[config.mk]
export PLATFORM = sky130hd
export DESIGN_NAME = sprite_pixel_collision_flat
export DESIGN_NICKNAME = d
export VERILOG_FILES = /design/src/hdl/spc_pkg.sv /design/src/hdl/spc_if.sv /design/src/hdl/sprite_pixel_collision.sv /design/src/flat_wrapper.sv
export VERILOG_INCLUDE_DIRS = /design/src /design/src/hdl
export SDC_FILE = /design/constraint.sdc
export NUM_CORES = 1
export LEC_CHECK = 0
export ABC_CLOCK_PERIOD_IN_PS = 3500
export BUFFER_PORTS_ARGS = -buffer_cell sky130_fd_sc_hd__buf_2
export CORE_MARGIN = 2
export CORE_UTILIZATION = 47
export CTS_CLUSTER_SIZE = 14
export DETAILED_ROUTE_END_ITERATION = 6
export PLACE_DENSITY = 0.63
export SLEW_MARGIN = 40
export SYNTH_ARGS = -nofsm -noshare
export SYNTH_HDL_FRONTEND = slang
export SYNTH_SLANG_ARGS = --single-unit
[constraint.sdc]
create_clock -name clk -period 3.5 [get_ports clk]
set_input_delay 0.875 -clock clk [delete_from_list [all_inputs] [get_ports clk]]
set_output_delay 0.875 -clock clk [all_outputs]
set_load 0.02 [all_outputs]
[src/hdl/sprite_pixel_collision_defines.svh]
// Assertion helpers for the sprite collision block.
`ifndef SPRITE_PIXEL_COLLISION_DEFINES_SVH
`define SPRITE_PIXEL_COLLISION_DEFINES_SVH

`ifndef SYNTHESIS

// Same-cycle implication.
`define SPC_ASSERT_NOW(label, clk, rst_n, ante, cons, msg) \
    label: assert property (@(posedge clk) disable iff (!rst_n) (ante) |-> (cons)) \
        else $error(msg);

// Next-cycle implication.
`define SPC_ASSERT_NEXT(label, clk, rst_n, ante, cons, msg) \
    label: assert property (@(posedge clk) disable iff (!rst_n) (ante) |=> (cons)) \
        else $error(msg);

`else

`define SPC_ASSERT_NOW(label, clk, rst_n, ante, cons, msg)
`define SPC_ASSERT_NEXT(label, clk, rst_n, ante, cons, msg)

`endif

`endif

[src/hdl/spc_pkg.sv]
`timescale 1ns / 1ps

package spc_pkg;

    localparam int MAX_W = 16;
    localparam int MAX_H = 16;

    localparam int MODE_W      = 2;
    localparam int ROW_INDEX_W = 4;
    localparam int ROW_BITS_W  = 16;
    localparam int POS_W       = 10;
    localparam int SIZE_W      = 5;

    localparam logic [MODE_W-1:0] MODE_LOAD_A = 2'd0;
    localparam logic [MODE_W-1:0] MODE_LOAD_B = 2'd1;
    localparam logic [MODE_W-1:0] MODE_TEST   = 2'd2;

    localparam int ROW_IW = (MAX_H > 1) ? $clog2(MAX_H) : 1;
    localparam int CNT_W  = $clog2(MAX_H + 1);
    localparam int SZW_W  = $clog2(MAX_W + 1);
    localparam int SH_W   = (MAX_W > 1) ? $clog2(MAX_W) : 1;

    localparam int DIFF_W = POS_W + 1;
    localparam int RB_W   = POS_W + 2;

endpackage

[src/hdl/spc_if.sv]
`timescale 1ns / 1ps

interface spc_req_if import spc_pkg::*; ();
    logic                          valid;
    logic                          ready;
    logic        [MODE_W-1:0]      mode;
    logic        [ROW_INDEX_W-1:0] row_index;
    logic        [ROW_BITS_W-1:0]  row_bits;
    logic signed [POS_W-1:0]       ax;
    logic signed [POS_W-1:0]       ay;
    logic        [SIZE_W-1:0]      aw;
    logic        [SIZE_W-1:0]      ah;
    logic signed [POS_W-1:0]       bx;
    logic signed [POS_W-1:0]       by;
    logic        [SIZE_W-1:0]      bw;
    logic        [SIZE_W-1:0]      bh;

    modport source (
        output valid, mode, row_index, row_bits, ax, ay, aw, ah, bx, by, bw, bh,
        input  ready
    );
    modport sink (
        input  valid, mode, row_index, row_bits, ax, ay, aw, ah, bx, by, bw, bh,
        output ready
    );
endinterface

interface spc_rsp_if;
    logic valid;
    logic ready;
    logic hit;

    modport source (output valid, hit, input ready);
    modport sink (input valid, hit, output ready);
endinterface

[src/hdl/sprite_pixel_collision.sv]
`timescale 1ns / 1ps
// Pixel-exact collision test between two one-bit sprite masks.
// req (sink): one item per valid/ready handshake. mode selects a row load
//   into mask A, a row load into mask B, or a collision test; mode three is
//   dropped. Row loads finish in the accept cycle and give no result.
// rsp (source): one hit item per test, held in an output register until the
//   receiver takes it.
// A test scans sprite A one row per cycle through a single shift/AND unit
//   (ah clamped to MAX_H), then passes through the done step; the result is
//   valid in the same cycle that req is ready again. The row count of
//   sprite A sets the scan length.
// Loads are accepted whenever the sequencer is idle, also while a result waits.
// If a previous result is still not taken when a scan ends, the block holds
//   the new result and stays not ready until the output register frees up.
// Reset clears the sequencer and the output valid; mask rows read as
//   undefined until loaded.
module sprite_pixel_collision
    import spc_pkg::*;
(
    input  logic   clk,
    input  logic   rst_n,
    spc_req_if.sink   req,
    spc_rsp_if.source rsp
);

`include "sprite_pixel_collision_defines.svh"

    localparam logic [1:0] ST_IDLE = 2'd0;
    localparam logic [1:0] ST_SCAN = 2'd1;
    localparam logic [1:0] ST_DONE = 2'd2;

    logic [1:0] state_reg, state_next;
    logic [CNT_W-1:0] scan_row_reg, scan_row_next;
    logic hit_reg, hit_next;
    logic out_valid_reg, out_valid_next;
    logic out_hit_reg, out_hit_next;

    logic [MAX_W-1:0] mask_a_reg [MAX_H];
    logic [MAX_W-1:0] mask_b_reg [MAX_H];

    logic [SZW_W-1:0] aw_reg, bw_reg;
    logic [CNT_W-1:0] ah_reg, bh_reg;
    logic signed [DIFF_W-1:0] d_reg;
    logic signed [DIFF_W-1:0] rb0_reg;

    logic [SZW_W-1:0] aw_clamp, bw_clamp;
    logic [CNT_W-1:0] ah_clamp, bh_clamp;

    logic in_fire, load_ok;
    logic [MAX_W-1:0] load_bits;
    logic [ROW_IW-1:0] load_idx;

    logic signed [RB_W-1:0] rb;
    logic rb_ok;
    logic [MAX_W-1:0] amask, bmask, ra, rbits, rshift;
    logic [DIFF_W-1:0] d_mag;
    logic d_far;

    assign req.ready = (state_reg == ST_IDLE);
    assign in_fire   = req.valid && req.ready;
    assign rsp.valid = out_valid_reg;
    assign rsp.hit   = out_hit_reg;

    assign aw_clamp = (int'(req.aw) > MAX_W) ? SZW_W'(MAX_W) : SZW_W'(req.aw);
    assign bw_clamp = (int'(req.bw) > MAX_W) ? SZW_W'(MAX_W) : SZW_W'(req.bw);
    assign ah_clamp = (int'(req.ah) > MAX_H) ? CNT_W'(MAX_H) : CNT_W'(req.ah);
    assign bh_clamp = (int'(req.bh) > MAX_H) ? CNT_W'(MAX_H) : CNT_W'(req.bh);

    assign load_ok   = (int'(req.row_index) < MAX_H);
    assign load_idx  = ROW_IW'(req.row_index);
    assign load_bits = MAX_W'(req.row_bits);

    always_ff @(posedge clk)
    begin
        if (in_fire && load_ok && req.mode == MODE_LOAD_A)
        begin
            mask_a_reg[load_idx] <= load_bits;
        end
        if (in_fire && load_ok && req.mode == MODE_LOAD_B)
        begin
            mask_b_reg[load_idx] <= load_bits;
        end
        if (in_fire && req.mode == MODE_TEST)
        begin
            aw_reg  <= aw_clamp;
            bw_reg  <= bw_clamp;
            ah_reg  <= ah_clamp;
            bh_reg  <= bh_clamp;
            d_reg   <= DIFF_W'(req.bx) - DIFF_W'(req.ax);
            rb0_reg <= DIFF_W'(req.ay) - DIFF_W'(req.by);
        end
    end

    // One row of the scan: align B's row to A's columns and AND.
    always_comb
    begin
        for (int i = 0; i < MAX_W; i++)
        begin
            amask[i] = (SZW_W'(i) < aw_reg);
            bmask[i] = (SZW_W'(i) < bw_reg);
        end
        rb    = RB_W'(rb0_reg) + $signed(RB_W'(scan_row_reg));
        rb_ok = !rb[RB_W-1] && (rb[RB_W-2:0] < (RB_W-1)'(bh_reg));
        ra    = mask_a_reg[scan_row_reg[ROW_IW-1:0]] & amask;
        rbits = mask_b_reg[rb[ROW_IW-1:0]] & bmask;
        d_mag = d_reg[DIFF_W-1] ? DIFF_W'(-d_reg) : DIFF_W'(d_reg);
        d_far = (d_mag >= DIFF_W'(MAX_W));
        if (d_far)
        begin
            rshift = '0;
        end
        else if (!d_reg[DIFF_W-1])
        begin
            rshift = rbits << d_mag[SH_W-1:0];
        end
        else
        begin
            rshift = rbits >> d_mag[SH_W-1:0];
        end
    end

    always_comb
    begin
        state_next     = state_reg;
        scan_row_next  = scan_row_reg;
        hit_next       = hit_reg;
        out_valid_next = out_valid_reg;
        out_hit_next   = out_hit_reg;

        if (rsp.valid && rsp.ready)
        begin
            out_valid_next = 1'b0;
        end

        unique case (state_reg)
            ST_IDLE:
            begin
                if (in_fire && req.mode == MODE_TEST)
                begin
                    state_next    = ST_SCAN;
                    scan_row_next = '0;
                    hit_next      = 1'b0;
                end
            end
            ST_SCAN:
            begin
                if (scan_row_reg == ah_reg)
                begin
                    state_next    = ST_DONE;
                    scan_row_next = '0;
                end
                else
                begin
                    scan_row_next = scan_row_reg + 1'b1;
                    if (rb_ok && ((ra & rshift) != '0))
                    begin
                        hit_next = 1'b1;
                    end
                end
            end
            ST_DONE:
            begin
                if (!out_valid_reg || rsp.ready)
                begin
                    out_valid_next = 1'b1;
                    out_hit_next   = hit_reg;
                    state_next     = ST_IDLE;
                end
            end
            default:
            begin
                state_next = ST_IDLE;
            end
        endcase
    end

    always_ff @(posedge clk or negedge rst_n)
    begin
        if (!rst_n)
        begin
            state_reg     <= ST_IDLE;
            scan_row_reg  <= '0;
            hit_reg       <= 1'b0;
            out_valid_reg <= 1'b0;
        end
        else
        begin
            state_reg     <= state_next;
            scan_row_reg  <= scan_row_next;
            hit_reg       <= hit_next;
            out_valid_reg <= out_valid_next;
        end
    end

    always_ff @(posedge clk)
    begin
        out_hit_reg <= out_hit_next;
    end

    `SPC_ASSERT_NOW(a_scan_in_range, clk, rst_n, state_reg == ST_SCAN,
        scan_row_reg <= ah_reg, "scan row past sprite height")
    `SPC_ASSERT_NEXT(a_test_starts_scan, clk, rst_n,
        req.valid && req.ready && req.mode == MODE_TEST,
        state_reg == ST_SCAN && scan_row_reg == '0, "test item did not start a scan")
    `SPC_ASSERT_NOW(a_result_from_done, clk, rst_n, $rose(rsp.valid),
        $past(state_reg) == ST_DONE, "result raised outside done step")
    `SPC_ASSERT_NOW(a_idle_counter_clear, clk, rst_n, state_reg != ST_SCAN,
        scan_row_reg == '0, "row counter not cleared between items")

endmodule

[src/flat_wrapper.sv]
// flat-port wrapper written by rule: the top's interface ports become plain ports
module sprite_pixel_collision_flat import spc_pkg::*;
  (clk, rst_n, req_valid, req_mode, req_row_index, req_row_bits, req_ax, req_ay, req_aw, req_ah, req_bx, req_by, req_bw, req_bh, req_ready, rsp_valid, rsp_hit, rsp_ready);
  spc_req_if req_i ();
  spc_rsp_if rsp_i ();
  input  logic clk;
  input  logic rst_n;
  input wire logic [$bits(req_i.valid)-1:0] req_valid;
  input wire logic [$bits(req_i.mode)-1:0] req_mode;
  input wire logic [$bits(req_i.row_index)-1:0] req_row_index;
  input wire logic [$bits(req_i.row_bits)-1:0] req_row_bits;
  input wire logic [$bits(req_i.ax)-1:0] req_ax;
  input wire logic [$bits(req_i.ay)-1:0] req_ay;
  input wire logic [$bits(req_i.aw)-1:0] req_aw;
  input wire logic [$bits(req_i.ah)-1:0] req_ah;
  input wire logic [$bits(req_i.bx)-1:0] req_bx;
  input wire logic [$bits(req_i.by)-1:0] req_by;
  input wire logic [$bits(req_i.bw)-1:0] req_bw;
  input wire logic [$bits(req_i.bh)-1:0] req_bh;
  output wire logic [$bits(req_i.ready)-1:0] req_ready;
  output wire logic [$bits(rsp_i.valid)-1:0] rsp_valid;
  output wire logic [$bits(rsp_i.hit)-1:0] rsp_hit;
  input wire logic [$bits(rsp_i.ready)-1:0] rsp_ready;
  assign req_i.valid = req_valid;
  assign req_i.mode = req_mode;
  assign req_i.row_index = req_row_index;
  assign req_i.row_bits = req_row_bits;
  assign req_i.ax = req_ax;
  assign req_i.ay = req_ay;
  assign req_i.aw = req_aw;
  assign req_i.ah = req_ah;
  assign req_i.bx = req_bx;
  assign req_i.by = req_by;
  assign req_i.bw = req_bw;
  assign req_i.bh = req_bh;
  assign req_ready = req_i.ready;
  assign rsp_valid = rsp_i.valid;
  assign rsp_hit = rsp_i.hit;
  assign rsp_i.ready = rsp_ready;
  sprite_pixel_collision u_core (.clk(clk), .rst_n(rst_n), .req(req_i), .rsp(rsp_i));
endmodule
[Word level (Yosys, flattened, before mapping)]
Memories as Yosys holds them, arrays and structs flattened.
Index checks and enable logic that the tools add are counted.
Word-level totals
  latch bits: 0
  memories: 2
  input port bits: 86
  ROM bits: 0
  bits in writable memories: 512
  output and inout bits: 3
  logic and storage cells: 110
  flip-flop bits (word level): 52
Memory list
  u_core.mask_a_reg: depth 16, bits a word 16, rd ports 1, clocked after Yosys merged registers in 0, wr ports 1, RTL line sprite_pixel_collision.sv:38  | logic [MAX_W-1:0] mask_a_reg [MAX_H];
  u_core.mask_b_reg: depth 16, bits a word 16, rd ports 1, clocked after Yosys merged registers in 0, wr ports 1, RTL line sprite_pixel_collision.sv:39  | logic [MAX_W-1:0] mask_b_reg [MAX_H];
Operators by class
  div/mod/pow operators: 0
  $add $sub $neg: 5
  equality and inequality tests: 10
  reduce and logical (&&, ||, !) cells: 18
  magnitude comparators: 38
  shift-type cells: 2
  bitwise logic cells: 3
  mux-type cells: 21
  multipliers: 0
Operator list (number)
  4-bit by 5-bit less-than comparator with 1-bit output, first input constant: 16
  16-bit bitwise AND: 3
  3-bit by 5-bit less-than comparator with 1-bit output, first input constant: 8
  16-bit 2-to-1 mux: 2
  10-bit by 10-bit subtractor with 11-bit output: 2
  5-bit greater-than comparator, second input constant: 4
  1-bit by 5-bit less-than comparator with 1-bit output, first input constant: 4
  2-bit by 5-bit less-than comparator with 1-bit output, first input constant: 4
  16-bit nonzero test: 1
  16-bit by 4-bit left shift with 16-bit output: 1
  16-bit by 4-bit right shift with 16-bit output: 1
  11-bit by 6-bit adder with 12-bit output: 1
  11-bit by 5-bit >= comparator with 1-bit output, second input constant: 1
  11-bit by 5-bit less-than comparator with 1-bit output: 1
  11-bit 2-to-1 mux: 1
  11-bit negator: 1
  1-bit 2-to-1 mux: 10
  5-bit 2-to-1 mux: 2
  5-bit one-hot mux with 2 select lines: 1
  1-bit logical AND: 7
  2-bit 2-to-1 mux: 3
  2-bit by 1-bit inequality test with 1-bit output, second input constant: 3
  2-bit one-hot mux with 3 select lines: 1
  5-bit by 1-bit adder with 5-bit output, second input constant: 1
  12 further kinds: 18

[Depth between registers and ports, before layout]
Gate-level depths: netlist (run 1).
An unclocked memory read counts as a cell.
  word-level depth: 12
  depth in mapped cells: 16
  depth with buffers taken out: 13

[Least setup slack after synthesis (run 1)]
Ideal clock, no wire load.
  path kind: register to register
  from: reg u_core.scan_row_reg[0]
  to: reg u_core.hit_reg
  arrival: 3.387 ns
  setup slack: -0.020 ns
  buffers on the path: 3
  clock period less this slack: 3.520 ns
  data required time: 3.367 ns
  cell stages (with the launch flop): 16
  library setup time: 0.133 ns
  cell sequence: dfrtp_1 > ha_1 > fa_1 > buf_4 > buf_4 > buf_4 > mux2i_1 > nand3_1 > nand3_1 > nor3_1 > nor4_2 > o22ai_1 > o41ai_2 > nand4_1 > nor4_1 > a211oi_1
On the way
  longest elaborated chain between the ends: 11
  elaborated cells on any way between the ends: 19
  classes of those cells: add/sub (1); order compare (1); eq/ne (3); shift (2); mux (2); bitwise (3); reduce/logical (5); memory (2)
RTL lines
  start, declared: RTL line sprite_pixel_collision.sv:33  | logic [CNT_W-1:0] scan_row_reg, scan_row_next;
  start signal, assigned: RTL line sprite_pixel_collision.sv:189  | scan_row_reg <= scan_row_next;
  11-bit by 6-bit adder with 12-bit output: RTL line sprite_pixel_collision.sv:102  | rb = RB_W'(rb0_reg) + $signed(RB_W'(scan_row_reg));
  memory 16 x 16 bit
  16-bit bitwise AND: RTL line sprite_pixel_collision.sv:105  | rbits = mask_b_reg[rb[ROW_IW-1:0]] & bmask;
  16-bit by 4-bit left shift with 16-bit output / 16-bit by 4-bit right shift with 16-bit output (equally long branches): RTL line sprite_pixel_collision.sv:114, sprite_pixel_collision.sv:118
  16-bit 2-to-1 mux: RTL line sprite_pixel_collision.sv:112  | else if (!d_reg[DIFF_W-1])
  16-bit 2-to-1 mux: RTL line sprite_pixel_collision.sv:108  | if (d_far)
  16-bit bitwise AND: RTL line sprite_pixel_collision.sv:155  | if (rb_ok && ((ra & rshift) != '0))
  16-bit nonzero test: RTL line sprite_pixel_collision.sv:155
  1-bit logical AND: RTL line sprite_pixel_collision.sv:155
  2-bit by 1-bit inequality test with 1-bit output (no source line)
  4-bit AND reduction (no source line) (*)
  end signal, assigned: RTL line sprite_pixel_collision.sv:190  | hit_reg <= hit_next;
  end, declared: RTL line sprite_pixel_collision.sv:34  | logic hit_reg, hit_next;
Mark *: on every way between the ends. The rest lies on a longest branch, timed or not.
A chain may end at the register's enable or synchronous reset.

[Worst setup path after layout (run 1)]
Same ends and word-level chain as after synthesis.

==> results of run 1 <==
[worst min-delay path by stage]
| stage | from | to | slack, ns | cells past startpoint |
|---|---|---|---|---|
| floorplan | u_core.hit_reg$_DFFE_PN0P_ | u_core.rsp.hit$_DFFE_PP_ | 0.42 | 0 |
| global placement | u_core.hit_reg$_DFFE_PN0P_ | u_core.rsp.hit$_DFFE_PP_ | 0.48 | 0 |
| detailed placement | u_core.hit_reg$_DFFE_PN0P_ | u_core.rsp.hit$_DFFE_PP_ | 0.47 | 0 |
| CTS | rst_n | u_core.scan_row_reg[0]$_DFFE_PN0P_ | 0.10 | 1 |
| global route | rst_n | u_core.scan_row_reg[2]$_DFFE_PN0P_ | 0.12 | 1 |
| finish | rst_n | u_core.hit_reg$_DFFE_PN0P_ | 0.12 | 1 |
[per-layer routing]
metal / share of wire, % / vias up / GRT usage, %
met2: 47 / 681 / 42.7
met3: 6.9 / 130 / 3.99
met5: 0 / - / 0
met1: 43 / 8560 / 37.8
met4: 3.4 / 0 / 9.53
li1: - / 7553 / -
[repair_timing]
| action | CTS | global route |
|---|---|---|
| pin swaps | 13 | 34 |
| cloned | 0 | 1 |
| setup buffers | 12 | 22 |
| resized for setup | 34 | 65 |
| setup endpoints to repair | 1 | 1 |
[kinds of logic (layout without fill, tap and decap cells)]
kind of cell    count (synthesis)  after routing  share of synthesized area (%)
buf+inv                       152            549                           2.81
mux                           216            216                           12.4
xor+xnor                       26             26                          0.961
flops                         564            564                           65.9
fa+ha+maj                      34             34                           1.75
simple gates                  437            437                           8.31
compound gates                289            289                           7.89
[metrics by stage]
| step | instances | total power, uW | cell area (sq um) | setup WS (ns) | hold WS (ns) |
|---|---|---|---|---|---|
| floorplan | 1718 | 13700 | 25700 | 0.00574 | 0.425 |
| global placement | 2673 | 18600 | 28700 | -1.13 | 0.476 |
| detailed placement | 2674 | 18600 | 28700 | -1.05 | 0.475 |
| CTS | 2788 | 24900 | 30800 | -0.945 | 0.102 |
| global route | 2811 | 26800 | 31300 | -0.976 | 0.124 |
| finish | 2811 | 25800 | 31300 | -0.933 | 0.122 |
[cell usage in the layout (no fill, tap or decap), types with 7 or more instances in the layout]
master | Yosys | routed
mux2i_2 | 0 | 12
edfxtp_1 | 555 | 555
o21ai_0 | 56 | 53
clkbuf_16 | 0 | 57
xnor2_1 | 14 | 12
buf_4 | 15 | 276
mux2i_1 | 125 | 110
clkinv_1 | 1 | 14
nand3_1 | 109 | 107
a211oi_1 | 15 | 13
a21oi_1 | 35 | 33
clkbuf_1 | 51 | 16
nor3_2 | 0 | 13
nor2_1 | 104 | 88
mux4_2 | 81 | 81
buf_12 | 0 | 15
nor2b_1 | 35 | 35
mux2_2 | 10 | 10
inv_1 | 52 | 51
a31oi_1 | 21 | 20
o211ai_1 | 19 | 19
nand2b_1 | 19 | 19
nor3_1 | 42 | 28
nor2_2 | 0 | 16
xor2_1 | 11 | 11
o21ai_1 | 6 | 7
a32oi_1 | 10 | 10
a21o_1 | 7 | 7
ha_1 | 31 | 30
nand2_1 | 72 | 72
o22ai_1 | 19 | 15
buf_2 | 14 | 88
nand4_1 | 22 | 22
o32ai_1 | 12 | 8
[layout make-up]
class                           count  area, sq um
Fill cell                        4175        22600
Sequential cell                   564        16900
Multi-Input combinational cell   1002         8550
Timing Repair Buffer              391         3000
Clock buffer                       72         1460
Tap cell                          696          871
Clock inverter                     30          322
Inverter                           56          210
[worst register-to-register path, stage by stage (launching register included)]
cell and delay [ns]:
dfrtp_4 0.49, ha_4 0.17, fa_4 0.85, buf_12 0.18, buf_8 0.15, buf_6 0.11, clkbuf_16 0.14, buf_12 0.13
mux2i_2 0.26, nand3_1 0.21, nand2_1 0.15, o22ai_1 0.18, o211ai_1 0.32, buf_4 0.17, a22oi_1 0.08, nand3_1 0.13
nand4_1 0.11, nor4_2 0.36, a211oi_2 0.12
[where the power goes]
| part | switching [uW] | internal, uW |
|---|---|---|
| Combinational | 6560 | 5810 |
| Clock | 2570 | 3260 |
| Sequential | 65.2 | 7530 |
| Total | 9200 | 16600 |
==> impl_metrics.csv, run 1 <==
group,metric,value,unit
clocking,clock_latency,0.64,ns
timing,slew_viol_final,0,
timing,hold_violations,0,
detailed_routing,vias_per_cell,6.02,
timing,clock_skew,0.0446,ns
clocking,cts_max_path_buffers,3,
die,fp.dieH,238,um
worst_setup_path,ff2ff_path_depth,18,
detailed_routing,drt-pass1-iter-count,5,
final_layout,syn_to_final_growth,22.1,%
worst_setup_path,critPathLaunchType,"flip-flop",
logic_synthesis,syn_inst,1718,
detailed_routing,wl_per_cell,26.9,um
logic_synthesis,synth.avg_cell_area,14.9,sq um
logic_synthesis,yosysUniqueCellTypes,75,
final_layout,diodes,0,
timing,post-route-period-util,127,%
flow_run,maxCapViolCount,0,
logic_synthesis,ys.flop_type,"edfxtp_1",
pwr,power_leakage,0.0111,uW
pwr,ir_drop,615,uV
worst_setup_path,critPathTopFamily,"adder cells",
final_layout,nNetsFinal,2191,
timing,tightest_slew,0.789,ns
logic_synthesis,async_flop_share,1.60,%
worst_setup_path,cp_cell_sequence,"ha_4, fa_4, buf_12, buf_8, buf_6, clkbuf_16, buf_12, mux2i_2, nand3_1, nand2_1, o22ai_1, o211ai_1, buf_4, a22oi_1, nand3_1, nand4_1, nor4_2, a211oi_2",
timing,tns,-0.933,ns
global_route,grt_max_degree,58,
worst_setup_path,max_stage_delay,0.85,ns
timing,rsz0062_at_grt,"true",
worst_setup_path,r2r_start,"u_core.scan_row_reg[0]$_DFFE_PN0P_",
logic_synthesis,synth_seq_cells,564,
clocking,root_buffer,"clkbuf_16",
logic_synthesis,syn_area,25600,sq um
logic_synthesis,yosysMostFrequentCell,"edfxtp_1",
hold_path,hp-class,"input port to asynchronous set/reset pin",
die,dieArea,56500,sq um
die,die_x,238,um
worst_setup_path,path_class,"flip-flop to flip-flop",
detailed_routing,drc,0,
clocking,cts_tree,"yes",
die,ioPinCount,89,
run_status,violations,"negative setup slack",
worst_setup_path,startpoint,"u_core.scan_row_reg[0]$_DFFE_PN0P_",
logic_synthesis,seq_area_frac_synth,65.9,%
die,initial_utilization,47.6,%
clocking,numCtsBuffers,56,
worst_setup_path,reg2reg_to,"u_core.hit_reg$_DFFE_PN0P_",
logic_synthesis,yosys-top-cells-count,"edfxtp_1 (555), mux2i_1 (125), nand3_1 (109)",
final_layout,utilization,58.1,%
die,core-area,53900,sq um
timing,fmaxAchievable,0.226,GHz
global_route,grt_pass1_wl,110,mm
detailed_routing,drtAntennaViolNets,0,
timing,finalSetupViolations,1,
logic_synthesis,synth_edf_count,555,
detailed_routing,wl,75.7,mm
global_route,grtUsageTotal,26.8,%
logic_synthesis,ys_warn_count,0,
detailed_routing,drt_iter0_drc,1911,
timing,slew_headroom,47.4,%
worst_setup_path,cp_max_fo,7,
worst_setup_path,path_buf_inv,6,
worst_setup_path,cp_data_required_time,3.98,ns
clocking,holdBufCountCts,0,
worst_setup_path,r2r_setup_slack,-0.93,ns
logic_synthesis,yosys.area.top_type,"edfxtp_1",
logic_synthesis,synth_nets,1838,
detailed_routing,vias,16924,
run_status,status,"finished, violations left",
timing,setup_ws,-0.933,ns
worst_setup_path,critPathSlowestCell,"fa_4",
logic_synthesis,synth_area_leaders,"edfxtp_1 (65%), mux4_2 (7.1%), mux2i_1 (4.9%), nand3_1 (2.1%), nor2_1 (1.5%)",
global_route,antenna_found_initial,0,
worst_setup_path,critical_path_depth,18,
clocking,cts-htree-levels,2,
placed_design,io_buffers,88,
worst_setup_path,endpoint,"u_core.hit_reg$_DFFE_PN0P_",
die,rows,85,
placed_design,gp_congestion,0.960,
timing,fin_crit,4.43,ns
clocking,clk_pin_slew,0.07,ns
clocking,cts_sinks,564,
worst_setup_path,cp-end-kind,"flip-flop",
placed_design,dp_hpwl,50.9,mm
worst_setup_path,crit_arrival,4.92,ns
global_route,grt_pass1_vias,16933,
pwr,powerDensity,824,nW/um^2
logic_synthesis,yosys.area.top_type_share,65.0,%
global_route,grt_overflow_total,0,
final_layout,drive_above_1_share,31.2,%
No activity file was read; power rests on OpenSTA's default activity.
==> run 2: changes to the inputs <==
--- a/config.mk
+++ b/config.mk
@@ -6,13 +6,13 @@
 export SDC_FILE = /design/constraint.sdc
 export NUM_CORES = 1
 export LEC_CHECK = 0
-export ABC_CLOCK_PERIOD_IN_PS = 3500
+export ABC_CLOCK_PERIOD_IN_PS = 5590
 export BUFFER_PORTS_ARGS = -buffer_cell sky130_fd_sc_hd__buf_2
 export CORE_MARGIN = 2
 export CORE_UTILIZATION = 47
 export CTS_CLUSTER_SIZE = 14
 export DETAILED_ROUTE_END_ITERATION = 6
-export PLACE_DENSITY = 0.63
+export PLACE_DENSITY = 0.6
 export SLEW_MARGIN = 40
 export SYNTH_ARGS = -nofsm -noshare
 export SYNTH_HDL_FRONTEND = slang
==> constraint.sdc (replaced) <==
create_clock -name clk -period 5.59 [get_ports clk]
set_input_delay 1.3975 -clock clk [delete_from_list [all_inputs] [get_ports clk]]
set_output_delay 1.3975 -clock clk [all_outputs]
set_load 0.02 [all_outputs]
==> run 2 against run 1 <==
Sequential cell count stayed put. Critical endpoint unchanged. Highest routed layer unchanged. Largest power group unchanged. Utilization is 4.3 points lower. Worst setup slack better by 1.7 ns. Clock power is 37% lower. The flow now finishes without violations. Total power is 46% lower.
==> impl_metrics.csv, run 2 (same netlist as run 1, synthesis figures left out) <==
group,metric,value,unit
global_route,grt_max_degree,60,
detailed_routing,drc,0,
clocking,clk_pin_slew,0.07,ns
placed_design,dpl-instance-area,27200,sq um
worst_setup_path,cp_max_fo,30,
timing,rsz0062_at_grt,"false",
global_route,grt_pass1_wl,107,mm
placed_design,dp_hpwl,47.9,mm
timing,tightest_slew,0.894,ns
detailed_routing,drt_iter0_drc,1734,
worst_setup_path,crit_arrival,5.33,ns
detailed_routing,wl_per_cell,28.5,um
worst_setup_path,path_class,"flip-flop to flip-flop",
flow_run,maxCapViolCount,0,
final_layout,multi_input_area,8200,sq um
hold_path,hp-class,"flip-flop to flip-flop",
final_layout,nNetsFinal,1963,
clocking,cts_max_path_buffers,3,
hold_path,worstHoldStart,"u_core.hit_reg$_DFFE_PN0P_",
worst_setup_path,critPathLaunchType,"flip-flop",
clocking,cts_sinks,564,
final_layout,seqCellArea,16900,sq um
detailed_routing,vias_per_cell,6.27,
timing,finalSetupViolations,0,
pwr,power.total,14000,uW
worst_setup_path,r2r_start,"u_core.scan_row_reg[0]$_DFFE_PN0P_",
timing,slew_headroom,40.2,%
detailed_routing,drt-pass1-iter-count,6,
timing,setup_ws,0.761,ns
clocking,cts_setup_buffers,0,
final_layout,utilization,53.7,%
global_route,grt_pass1_vias,15913,
detailed_routing,vias,16164,
die,initial_utilization,47.6,%
timing,fmaxAchievable,0.207,GHz
worst_setup_path,cp_data_required_time,6.09,ns
global_route,grtUsageTotal,26.2,%
timing,post-route-period-util,86.4,%
final_layout,syn_to_final_growth,13.0,%
final_layout,final_cell_mix,"edfxtp_1 (555), mux2i_1 (125), nand3_1 (109), buf_2 (88), mux4_2 (81)",
clocking,cts_tree,"yes",
clocking,clock_latency,0.62,ns
clocking,root_buffer,"clkbuf_16",
final_layout,final_common_cell,"edfxtp_1",
clocking,cts-htree-levels,2,
final_layout,drive_above_1_share,20.4,%
die,rows,85,
worst_setup_path,cp-end-kind,"flip-flop",
pwr,power_leakage,0.00988,uW
clocking,cts_resized,0,
run_status,status,"finished clean",
die,core-area,53900,sq um
timing,tns,0,ns
final_layout,fillCellCount,4365,
timing,fin_crit,4.83,ns
pwr,ir_drop,274,uV
placed_design,io_buffers,88,
pwr,powerDensity,482,nW/um^2
timing,hold_violations,0,
die,die_x,238,um
worst_setup_path,startpoint,"u_core.scan_row_reg[0]$_DFFE_PN0P_",
timing,slew_viol_final,0,
die,fp.dieH,238,um
placed_design,gp_congestion,0.941,
timing,clock_skew,0.0169,ns
clocking,holdBufCountCts,0,
clocking,numCtsBuffers,58,
detailed_routing,drtAntennaViolNets,0,
detailed_routing,wl,73.6,mm
die,ioPinCount,89,
placed_design,pre_cts_ws,0.784,ns
final_layout,final_cell_area,29000,sq um
global_route,antenna_found_initial,1,
die,dieArea,56500,sq um
global_route,grt_overflow_total,0,
==> run 2: metal layers <==
metal / vias up / GRT usage (%) / share of wire [%]
met5: - / 0 / 0
met4: 0 / 6.48 / 2.2
met3: 101 / 3.70 / 6.8
met2: 651 / 41.3 / 47
met1: 8328 / 38.6 / 44
li1: 7084 / - / -
==> run 2: final cells by class <==
type                    count  area share (%)
repair buffers            161            3.54
clock buffers              71            5.25
clock inverters            28           0.868
multi-input cells        1002            28.3
inverters                  56           0.725
flip-flops and latches    564            58.3
well taps                 696            3.00
diodes                      1         0.00863
==> run 2: worst max-delay path, cell delays in order (launching register included) <==
cell       delay [ns]
dfrtp_4          0.47
ha_2             0.19
fa_4             1.22
mux4_2           0.60
o2111ai_1        0.39
o22ai_1          0.32
o21ai_1          0.48
a221oi_1         0.15
a2111oi_0        0.47
nand4_1          0.19
o21ai_0          0.13
a211oi_1         0.07
==> run 2: power breakdown <==
group	leakage, uW	switching [uW]	internal [uW]
Combinational	0.00392	3490	2030
Sequential	0.00511	47.8	4720
Clock	0.000853	1570	2100
Total	0.00988	5110	8850
==> run 2: per-stage QoR <==
step | std cells | hold slack [ns]
after global placement | 2477 | 0.527
after detailed placement | 2479 | 0.508
after CTS | 2578 | 0.517
after floorplan | 1718 | 0.425
final | 2579 | 0.516
after global routing | 2578 | 0.526
==> run 2: worst paths after layout <==
| kind | endpoint | slack [ns] | cells after the start |
|---|---|---|---|
| setup reg to reg | u_core.hit_reg$_DFFE_PN0P_ | 0.76 | 11 |
| max in group asynchronous | u_core.scan_row_reg[0]$_DFFE_PN0P_ | 4.72 | 1 |
| hold / removal | u_core.rsp.hit$_DFFE_PP_ | 0.52 | 0 |
| hold reg to reg | u_core.rsp.hit$_DFFE_PP_ | 0.52 | 0 |
| setup / recovery | u_core.hit_reg$_DFFE_PN0P_ | 0.76 | 11 |
| min in group asynchronous | u_core.hit_reg$_DFFE_PN0P_ | 0.63 | 1 |
